[src/rtl/mmsm_pkg.sv]
`default_nettype none

package mmsm_pkg;

    localparam int unsigned ACTION_W = 4;
    localparam int unsigned STATE_W  = 4;
    localparam int unsigned EVENT_W  = 3;
    localparam int unsigned POS_W    = 32;
    localparam int unsigned TIME_W   = 32;

    // motion states
    typedef enum logic [STATE_W-1:0] {
        ST_DISABLED  = 4'd0,
        ST_IDLE      = 4'd1,
        ST_WAITSTART = 4'd2,
        ST_STARTING  = 4'd3,
        ST_RUNFWD    = 4'd4,
        ST_RUNBACK   = 4'd5,
        ST_DECEL     = 4'd6,
        ST_TARGET    = 4'd7,
        ST_LIMIT     = 4'd8,
        ST_STALL     = 4'd9,
        ST_FAULT     = 4'd10
    } t_state;

    // event types
    typedef enum logic [EVENT_W-1:0] {
        EV_CHANGED = 3'd0,
        EV_STOPPED = 3'd1,
        EV_STARTED = 3'd2,
        EV_TARGET  = 3'd3,
        EV_LIMIT   = 3'd4,
        EV_STALL   = 3'd5,
        EV_FAULT   = 3'd6
    } t_event;

    // request codes, all sixteen are meaningful
    typedef enum logic [ACTION_W-1:0] {
        ACT_ENABLE    = 4'd0,
        ACT_DISABLE   = 4'd1,
        ACT_FWD       = 4'd2,
        ACT_BACK      = 4'd3,
        ACT_WAITSTART = 4'd4,
        ACT_STARTING  = 4'd5,
        ACT_RUNNING   = 4'd6,
        ACT_DECEL     = 4'd7,
        ACT_STOP      = 4'd8,
        ACT_ESTOP     = 4'd9,
        ACT_TARGET    = 4'd10,
        ACT_LIMIT     = 4'd11,
        ACT_STALL     = 4'd12,
        ACT_FAULT     = 4'd13,
        ACT_CLRSTALL  = 4'd14,
        ACT_CLRFAULT  = 4'd15
    } t_action;

endpackage

`default_nettype wire

[src/rtl/mmsm_req_if.sv]
`default_nettype none

interface mmsm_req_if;
    logic                                 valid;
    logic                                 ready;
    logic [mmsm_pkg::ACTION_W-1:0]        action;
    logic                                 direction;
    logic signed [mmsm_pkg::POS_W-1:0]    position;
    logic [mmsm_pkg::TIME_W-1:0]          timestamp_ms;

    modport source (output valid, action, direction, position, timestamp_ms, input ready);
    modport sink   (input valid, action, direction, position, timestamp_ms, output ready);
endinterface

`default_nettype wire

[src/rtl/mmsm_evt_if.sv]
`default_nettype none

interface mmsm_evt_if;
    logic                                 valid;
    logic                                 ready;
    logic                                 accepted;
    logic [mmsm_pkg::EVENT_W-1:0]         event_type;
    logic [mmsm_pkg::STATE_W-1:0]         previous_state;
    logic [mmsm_pkg::STATE_W-1:0]         new_state;
    logic signed [mmsm_pkg::POS_W-1:0]    event_position;
    logic [mmsm_pkg::TIME_W-1:0]          event_time;

    modport source (output valid, accepted, event_type, previous_state, new_state,
                    event_position, event_time, input ready);
    modport sink   (input valid, accepted, event_type, previous_state, new_state,
                    event_position, event_time, output ready);
endinterface

`default_nettype wire

[src/rtl/motor_motion_state_machine.sv]
`default_nettype none

// channel   dir   modport  payload
// i_req     in    sink     action, direction, position, timestamp_ms
// o_evt     out   source   accepted, event_type, previous_state, new_state,
//                          event_position, event_time
//
// one item per cycle unless o_evt stalls; each result follows in the next cycle
// the guard table is evaluated on the motion state register at the request edge,
// and the state and the result register load together
// the request side is ready whenever the result register is empty or being drained
// synchronous active-low reset puts the block in the disabled state, no result pending

module motor_motion_state_machine (
    input  wire         i_clk,
    input  wire         i_rst_n,
    mmsm_req_if.sink    i_req,
    mmsm_evt_if.source  o_evt
);

    mmsm_pkg::t_state  r_state;
    mmsm_pkg::t_state  n_state;
    mmsm_pkg::t_event  n_event;
    logic              n_ok;
    logic              w_moving;
    logic              w_req_take;

    logic                                r_out_valid;
    logic                                r_accepted;
    logic [mmsm_pkg::EVENT_W-1:0]        r_event_type;
    logic [mmsm_pkg::STATE_W-1:0]        r_prev_state;
    logic [mmsm_pkg::STATE_W-1:0]        r_new_state;
    logic signed [mmsm_pkg::POS_W-1:0]   r_event_position;
    logic [mmsm_pkg::TIME_W-1:0]         r_event_time;

    // result register frees up in the same cycle it is taken
    assign i_req.ready = !r_out_valid || o_evt.ready;
    assign w_req_take  = i_req.valid && i_req.ready;

    // waitstart through decelerating count as moving
    assign w_moving = (r_state >= mmsm_pkg::ST_WAITSTART) &&
                      (r_state <= mmsm_pkg::ST_DECEL);

    // guarded transition table
    always_comb begin
        n_ok    = 1'b0;
        n_state = r_state;
        n_event = mmsm_pkg::EV_CHANGED;
        unique case (mmsm_pkg::t_action'(i_req.action))
            mmsm_pkg::ACT_ENABLE: begin
                if (r_state == mmsm_pkg::ST_DISABLED) begin
                    n_ok = 1'b1; n_state = mmsm_pkg::ST_IDLE;
                end
            end
            mmsm_pkg::ACT_DISABLE: begin
                // always legal, even when already disabled
                n_ok = 1'b1; n_state = mmsm_pkg::ST_DISABLED; n_event = mmsm_pkg::EV_STOPPED;
            end
            mmsm_pkg::ACT_FWD, mmsm_pkg::ACT_BACK: begin
                if (r_state == mmsm_pkg::ST_IDLE) begin
                    n_ok = 1'b1; n_state = mmsm_pkg::ST_STARTING;
                    n_event = mmsm_pkg::EV_STARTED;
                end
            end
            mmsm_pkg::ACT_WAITSTART: begin
                if (r_state == mmsm_pkg::ST_IDLE) begin
                    n_ok = 1'b1; n_state = mmsm_pkg::ST_WAITSTART;
                end
            end
            mmsm_pkg::ACT_STARTING: begin
                if (r_state == mmsm_pkg::ST_IDLE || r_state == mmsm_pkg::ST_WAITSTART) begin
                    n_ok = 1'b1; n_state = mmsm_pkg::ST_STARTING;
                    n_event = mmsm_pkg::EV_STARTED;
                end
            end
            mmsm_pkg::ACT_RUNNING: begin
                if (r_state == mmsm_pkg::ST_STARTING) begin
                    n_ok    = 1'b1;
                    n_state = i_req.direction ? mmsm_pkg::ST_RUNBACK : mmsm_pkg::ST_RUNFWD;
                end
            end
            mmsm_pkg::ACT_DECEL: begin
                if (w_moving) begin
                    n_ok = 1'b1; n_state = mmsm_pkg::ST_DECEL;
                end
            end
            mmsm_pkg::ACT_STOP: begin
                // stop while moving reports stopped, from target or limit just changed
                if (w_moving) begin
                    n_ok = 1'b1; n_state = mmsm_pkg::ST_IDLE; n_event = mmsm_pkg::EV_STOPPED;
                end else if (r_state == mmsm_pkg::ST_TARGET ||
                             r_state == mmsm_pkg::ST_LIMIT) begin
                    n_ok = 1'b1; n_state = mmsm_pkg::ST_IDLE;
                end
            end
            mmsm_pkg::ACT_ESTOP: begin
                if (r_state != mmsm_pkg::ST_DISABLED) begin
                    n_ok = 1'b1; n_state = mmsm_pkg::ST_IDLE; n_event = mmsm_pkg::EV_STOPPED;
                end
            end
            mmsm_pkg::ACT_TARGET: begin
                if (w_moving) begin
                    n_ok = 1'b1; n_state = mmsm_pkg::ST_TARGET; n_event = mmsm_pkg::EV_TARGET;
                end
            end
            mmsm_pkg::ACT_LIMIT: begin
                if (w_moving) begin
                    n_ok = 1'b1; n_state = mmsm_pkg::ST_LIMIT; n_event = mmsm_pkg::EV_LIMIT;
                end
            end
            mmsm_pkg::ACT_STALL: begin
                if (w_moving) begin
                    n_ok = 1'b1; n_state = mmsm_pkg::ST_STALL; n_event = mmsm_pkg::EV_STALL;
                end
            end
            mmsm_pkg::ACT_FAULT: begin
                // includes re-entering fault from fault
                if (r_state != mmsm_pkg::ST_DISABLED) begin
                    n_ok = 1'b1; n_state = mmsm_pkg::ST_FAULT; n_event = mmsm_pkg::EV_FAULT;
                end
            end
            mmsm_pkg::ACT_CLRSTALL: begin
                if (r_state == mmsm_pkg::ST_STALL) begin
                    n_ok = 1'b1; n_state = mmsm_pkg::ST_IDLE;
                end
            end
            mmsm_pkg::ACT_CLRFAULT: begin
                if (r_state == mmsm_pkg::ST_FAULT) begin
                    n_ok = 1'b1; n_state = mmsm_pkg::ST_IDLE;
                end
            end
            default: begin
                n_ok = 1'b0;
            end
        endcase
    end

    // state and result valid
    always_ff @(posedge i_clk) begin
        if (!i_rst_n) begin
            r_state     <= mmsm_pkg::ST_DISABLED;
            r_out_valid <= 1'b0;
        end else begin
            if (w_req_take && n_ok) begin
                r_state <= n_state;
            end
            if (w_req_take) begin
                r_out_valid <= 1'b1;
            end else if (o_evt.ready) begin
                r_out_valid <= 1'b0;
            end
        end
    end

    // result payload, all zero on a rejected request
    always_ff @(posedge i_clk) begin
        if (w_req_take) begin
            r_accepted <= n_ok;
            if (n_ok) begin
                r_event_type     <= n_event;
                r_prev_state     <= r_state;
                r_new_state      <= n_state;
                r_event_position <= i_req.position;
                r_event_time     <= i_req.timestamp_ms;
            end else begin
                r_event_type     <= '0;
                r_prev_state     <= '0;
                r_new_state      <= '0;
                r_event_position <= '0;
                r_event_time     <= '0;
            end
        end
    end

    assign o_evt.valid          = r_out_valid;
    assign o_evt.accepted       = r_accepted;
    assign o_evt.event_type     = r_event_type;
    assign o_evt.previous_state = r_prev_state;
    assign o_evt.new_state      = r_new_state;
    assign o_evt.event_position = r_event_position;
    assign o_evt.event_time     = r_event_time;

    // state never leaves the defined range
    a_state_range: assert property (@(posedge i_clk) disable iff (!i_rst_n)
        r_state <= mmsm_pkg::ST_FAULT)
        else $error("motion state out of range");

    // a freshly loaded accepted result matches the state register
    a_state_follows: assert property (@(posedge i_clk) disable iff (!i_rst_n)
        $past(w_req_take) && r_out_valid && r_accepted |-> r_new_state == r_state)
        else $error("result new state differs from motion state");

    // a rejected request leaves the state alone
    a_reject_hold: assert property (@(posedge i_clk) disable iff (!i_rst_n)
        w_req_take && !n_ok |=> $stable(r_state))
        else $error("rejected request changed state");

    // from disabled only enable or disable can be accepted
    a_leave_disabled: assert property (@(posedge i_clk) disable iff (!i_rst_n)
        r_out_valid && r_accepted && r_prev_state == mmsm_pkg::ST_DISABLED
        |-> r_new_state == mmsm_pkg::ST_IDLE || r_new_state == mmsm_pkg::ST_DISABLED)
        else $error("illegal exit from disabled");

endmodule

`default_nettype wire
[src/flat_wrapper.sv]
// flat-port wrapper written by rule: the top's interface ports become plain ports
module motor_motion_state_machine_flat 
  (i_clk, i_rst_n, i_req_valid, i_req_action, i_req_direction, i_req_position, i_req_timestamp_ms, i_req_ready, o_evt_valid, o_evt_accepted, o_evt_event_type, o_evt_previous_state, o_evt_new_state, o_evt_event_position, o_evt_event_time, o_evt_ready);
  mmsm_req_if i_req_i ();
  mmsm_evt_if o_evt_i ();
  input  wire i_clk;
  input  wire i_rst_n;
  input wire logic [$bits(i_req_i.valid)-1:0] i_req_valid;
  input wire logic [$bits(i_req_i.action)-1:0] i_req_action;
  input wire logic [$bits(i_req_i.direction)-1:0] i_req_direction;
  input wire logic [$bits(i_req_i.position)-1:0] i_req_position;
  input wire logic [$bits(i_req_i.timestamp_ms)-1:0] i_req_timestamp_ms;
  output wire logic [$bits(i_req_i.ready)-1:0] i_req_ready;
  output wire logic [$bits(o_evt_i.valid)-1:0] o_evt_valid;
  output wire logic [$bits(o_evt_i.accepted)-1:0] o_evt_accepted;
  output wire logic [$bits(o_evt_i.event_type)-1:0] o_evt_event_type;
  output wire logic [$bits(o_evt_i.previous_state)-1:0] o_evt_previous_state;
  output wire logic [$bits(o_evt_i.new_state)-1:0] o_evt_new_state;
  output wire logic [$bits(o_evt_i.event_position)-1:0] o_evt_event_position;
  output wire logic [$bits(o_evt_i.event_time)-1:0] o_evt_event_time;
  input wire logic [$bits(o_evt_i.ready)-1:0] o_evt_ready;
  assign i_req_i.valid = i_req_valid;
  assign i_req_i.action = i_req_action;
  assign i_req_i.direction = i_req_direction;
  assign i_req_i.position = i_req_position;
  assign i_req_i.timestamp_ms = i_req_timestamp_ms;
  assign i_req_ready = i_req_i.ready;
  assign o_evt_valid = o_evt_i.valid;
  assign o_evt_accepted = o_evt_i.accepted;
  assign o_evt_event_type = o_evt_i.event_type;
  assign o_evt_previous_state = o_evt_i.previous_state;
  assign o_evt_new_state = o_evt_i.new_state;
  assign o_evt_event_position = o_evt_i.event_position;
  assign o_evt_event_time = o_evt_i.event_time;
  assign o_evt_i.ready = o_evt_ready;
  motor_motion_state_machine u_core (.i_clk(i_clk), .i_rst_n(i_rst_n), .i_req(i_req_i), .o_evt(o_evt_i));
endmodule
[config.mk]
export PLATFORM = sky130hd
export DESIGN_NAME = motor_motion_state_machine_flat
export DESIGN_NICKNAME = d
export VERILOG_FILES = /design/src/rtl/mmsm_pkg.sv /design/src/rtl/mmsm_req_if.sv /design/src/rtl/mmsm_evt_if.sv /design/src/rtl/motor_motion_state_machine.sv /design/src/flat_wrapper.sv
export SDC_FILE = /design/constraint.sdc
export NUM_CORES = 1
export LEC_CHECK = 0
export BUFFER_PORTS_ARGS = -buffer_cell sky130_fd_sc_hd__buf_2
export CORE_UTILIZATION = 30
export DETAILED_ROUTE_END_ITERATION = 16
export PLACE_DENSITY = 0.57
export SYNTH_ARGS = -nofsm -noshare
export SYNTH_HDL_FRONTEND = slang
export SYNTH_SLANG_ARGS = --single-unit
[constraint.sdc]
create_clock -name i_clk -period 3.6 [get_ports i_clk]
set_input_delay 0.36 -clock i_clk [delete_from_list [all_inputs] [get_ports i_clk]]
set_output_delay 0.36 -clock i_clk [all_outputs]
set_load 0.05 [all_outputs]
==> results.py <==
metrics = {
    "finish": {
        "final_core_util": 0.412,
        "final_cell_mix": "buf_2 (150), edfxtp_1 (76), and2_1 (68), nand2_1 (15), nor2_1 (14)",
        "fill_cells": 1145,
        "mostFrequentLayoutCell": "buf_2",
        "areaGrowthSynthToFinish_pct": 32.7,
        "drive_above_1_share": 0.383,
        "diodes": 0,
        "layout.nets": 520,
        "final_area_um2": 4970,
    },
    "logic_synthesis": {
        "synth_fa_ha_area_frac": 0,
        "synth-seq-cells": 81,
        "yosysWarningCount": 0,
        "synth_cell_types": 44,
        "synth-simple-area-share": 0.219,
        "yosys.area_share.xor_xnor": 0.00234,
        "async_reset_ff_frac": 0,
        "syn_inst": 306,
        "muxShareOfSynthArea": 0,
        "synth_top_family_by_area": "simple AND/OR/NAND/NOR gates",
        "synth_compound_area_frac": 0.105,
        "ys.flop_type": "edfxtp_1",
        "synth_nets": 379,
        "synth_area_per_cell_um2": 12.2,
        "synth_edf_count": 76,
        "netlist_area_um2": 3740,
        "ys_seq_area_frac": 0.637,
    },
    "critical_path": {
        "path_class": "register to register",
        "r2r-start": "u_core.r_state[0]$_SDFFE_PN0P_",
        "worstRegToRegCells": 6,
        "cp_data_required_time_ns": 3.68,
        "end_kind": "register",
        "r2r_setup_slack_ns": 0.54,
        "rr_endpoint": "u_core.o_evt.event_time[22]$_SDFFCE_PN0P_",
        "cp_max_fo": 71,
        "critical_path_arrival_ns": 3.14,
        "startpoint_type": "register",
        "crit_start": "u_core.r_state[0]$_SDFFE_PN0P_",
    },
    "routing": {
        "dr_total_vias": 2994,
        "wl_um": 9180,
        "ant_nets": 0,
        "viasPerCell": 4.83,
        "dr.pass1.iters": 4,
        "drc_errors": 0,
        "wire_per_inst_um": 14.8,
        "drt_iter0_drc": 327,
    },
    "sta": {
        "fin_worst_skew_ns": 0.00533,
        "fin_hold_ws_ns": 0.272,
        "maxSlewViolCount": 0,
        "rsz0062_at_grt": "false",
        "fin_tns_setup_ns": 0,
        "min_period_over_period": 0.850,
        "slew_headroom": 0.530,
        "fmax_mhz": 327,
        "finalHoldViolations": 0,
        "worstMarginPinSlew_ns": 0.703,
        "final.min_clock_period_ns": 3.06,
        "setup-violations-final": 0,
    },
    "pwr": {
        "p_int_mw": 1.93,
        "clockPowerShare": 0.384,
        "pwr-share-comb": 0.193,
        "power.switching_uw": 770,
        "peakVddDrop_v": 0.000238,
        "switching_share": 0.285,
        "power_density_nw_per_um2": 543,
        "power.static_leakage_nw": 2.09,
        "p_total_mw": 2.70,
        "sequentialPowerShare": 0.423,
    },
    "min_path": {
        "holdPathStages": 3,
        "holdPathEnd": "u_core.o_evt.valid$_SDFFE_PN0P_",
        "hp-start": "i_req_valid",
        "worstHoldPathType": "input pin to register",
    },
    "global_route": {
        "grt_pass1_wl_um": 13800,
        "grt_pass1_vias": 2683,
        "grt_max_degree": 72,
        "grt_overflow_total": 0,
        "track_usage": 0.139,
        "antenna_found_initial": 0,
    },
    "clocking": {
        "post_cts_buffers": 0,
        "ctsRootBufferMaster": "clkbuf_16",
        "ctsHoldBuffers": 0,
        "cts_tree": "done",
        "htreeDepth": 3,
        "cts_resized": 0,
        "cts_made_buffers": 9,
        "path_clk_slew_ns": 0.06,
        "cts_sinks": 81,
        "worstSkewPairLatency_ns": 0.33,
        "clk_path_buf_depth": 2,
    },
    "placement": {
        "dp_hpwl_um": 6490,
        "dpl_cell_area_um2": 4620,
        "place_congestion": 0.909,
        "io_buffers": 150,
    },
    "floorplan": {
        "die_area_um2": 12900,
        "initial_core_util": 0.310,
        "num_rows": 40,
        "die_y_um": 114,
        "core_area_um2": 12100,
        "die_w_um": 114,
        "io_pins": 151,
    },
    "outcome": {
        "outcome": "finished, final reports clean",
    },
    "job": {
        "drv_cap": 0,
    },
}
==> synthesized netlist by cell type (4+ instances only) <==
cell type / instances / area share
inv_1: 9 / 0.0090
dfxtp_1: 5 / 0.027
o21ai_0: 7 / 0.0094
edfxtp_1: 76 / 0.61
a21oi_1: 12 / 0.016
a22oi_1: 4 / 0.0080
and2_1: 68 / 0.11
nand3_1: 9 / 0.012
nor4bb_1: 4 / 0.011
nor3_1: 5 / 0.0067
nand2b_1: 6 / 0.010
nor2_1: 14 / 0.014
a31oi_1: 5 / 0.0084
clkbuf_1: 13 / 0.013
nand4_1: 4 / 0.0067
nand2_1: 15 / 0.015
nor2b_1: 5 / 0.0084
==> worst max path at each step <==
stage	endpoint	cells after the start	slack [ns]
final	u_core.o_evt.event_time[22]$_SDFFCE_PN0P_	6	0.54
after global placement	u_core.o_evt.event_time[22]$_SDFFCE_PN0P_	6	0.65
after global routing	u_core.o_evt.event_time[22]$_SDFFCE_PN0P_	6	0.33
after CTS	u_core.o_evt.event_time[22]$_SDFFCE_PN0P_	6	0.57
after detailed placement	u_core.o_evt.event_time[22]$_SDFFCE_PN0P_	6	0.58
after floorplan	u_core.r_state[3]$_SDFFE_PN0P_	5	0.27
==> layer usage <==
| layer | vias up | GRT usage | part of all wire |
|---|---|---|---|
| li1 | 1405 | - | - |
| met1 | 1394 | 0.165 | 0.41 |
| met2 | 176 | 0.230 | 0.46 |
| met3 | 19 | 0.0356 | 0.096 |
| met4 | 0 | 0.0746 | 0.031 |
| met5 | - | 0 | 0 |
==> metrics by stage <==
stage          worst slack [ns]  instances
6_report                  0.539        620
5_1_grt                   0.329        620
4_1_cts                   0.569        620
3_5_place_dp              0.579        604
3_3_place_gp              0.649        604
2_1_floorplan             0.271        306
==> registers in the layout (all words and copies together), names as in the netlist <==
signal / cells
u_core.o_evt.event_type: 3
u_core.o_evt.accepted: 1
u_core.r_state: 4
u_core.o_evt.valid: 1
u_core.o_evt.event_time: 32
u_core.o_evt.new_state: 4
u_core.o_evt.event_position: 32
u_core.o_evt.previous_state: 4
==> cell type report <==
class                           instances  area, um^2  area share
Multi-Input combinational cell        194        1220       0.246
Tap cell                              168         210      0.0423
Clock inverter                          7         116      0.0234
Sequential cell                        81        2380       0.480
Timing Repair Buffer                  151         771       0.155
Clock buffer                            9         225      0.0454
Inverter                               10        40.0     0.00806
==> kinds of logic after synthesis <==
group,after synthesis
buffers and inverters,31
DFF,81
AOI/OAI and AO/OA,52
and+or+nand+nor,141
xor gates and xnor gates,1
==> worst max-delay path, cell delays in order, from the launching register on <==
cell and delay, ns:
dfxtp_1 0.77, nor4b_1 0.19, o211a_1 0.25, a2111o_1 0.42, o41ai_4 0.49, inv_4 0.34
and2_1 0.29
==> power by group through the flow <==
stage               registers, mW  clock network (mW)  logic (mW)
global route                 1.15                1.08       0.555
detailed placement           1.16                   0       0.523
finish                       1.14                1.04       0.521
global placement             1.16                   0       0.522
CTS                          1.14                1.06       0.524
floorplan                    1.39                   0       0.162
(Power assumes the default switching activity.)
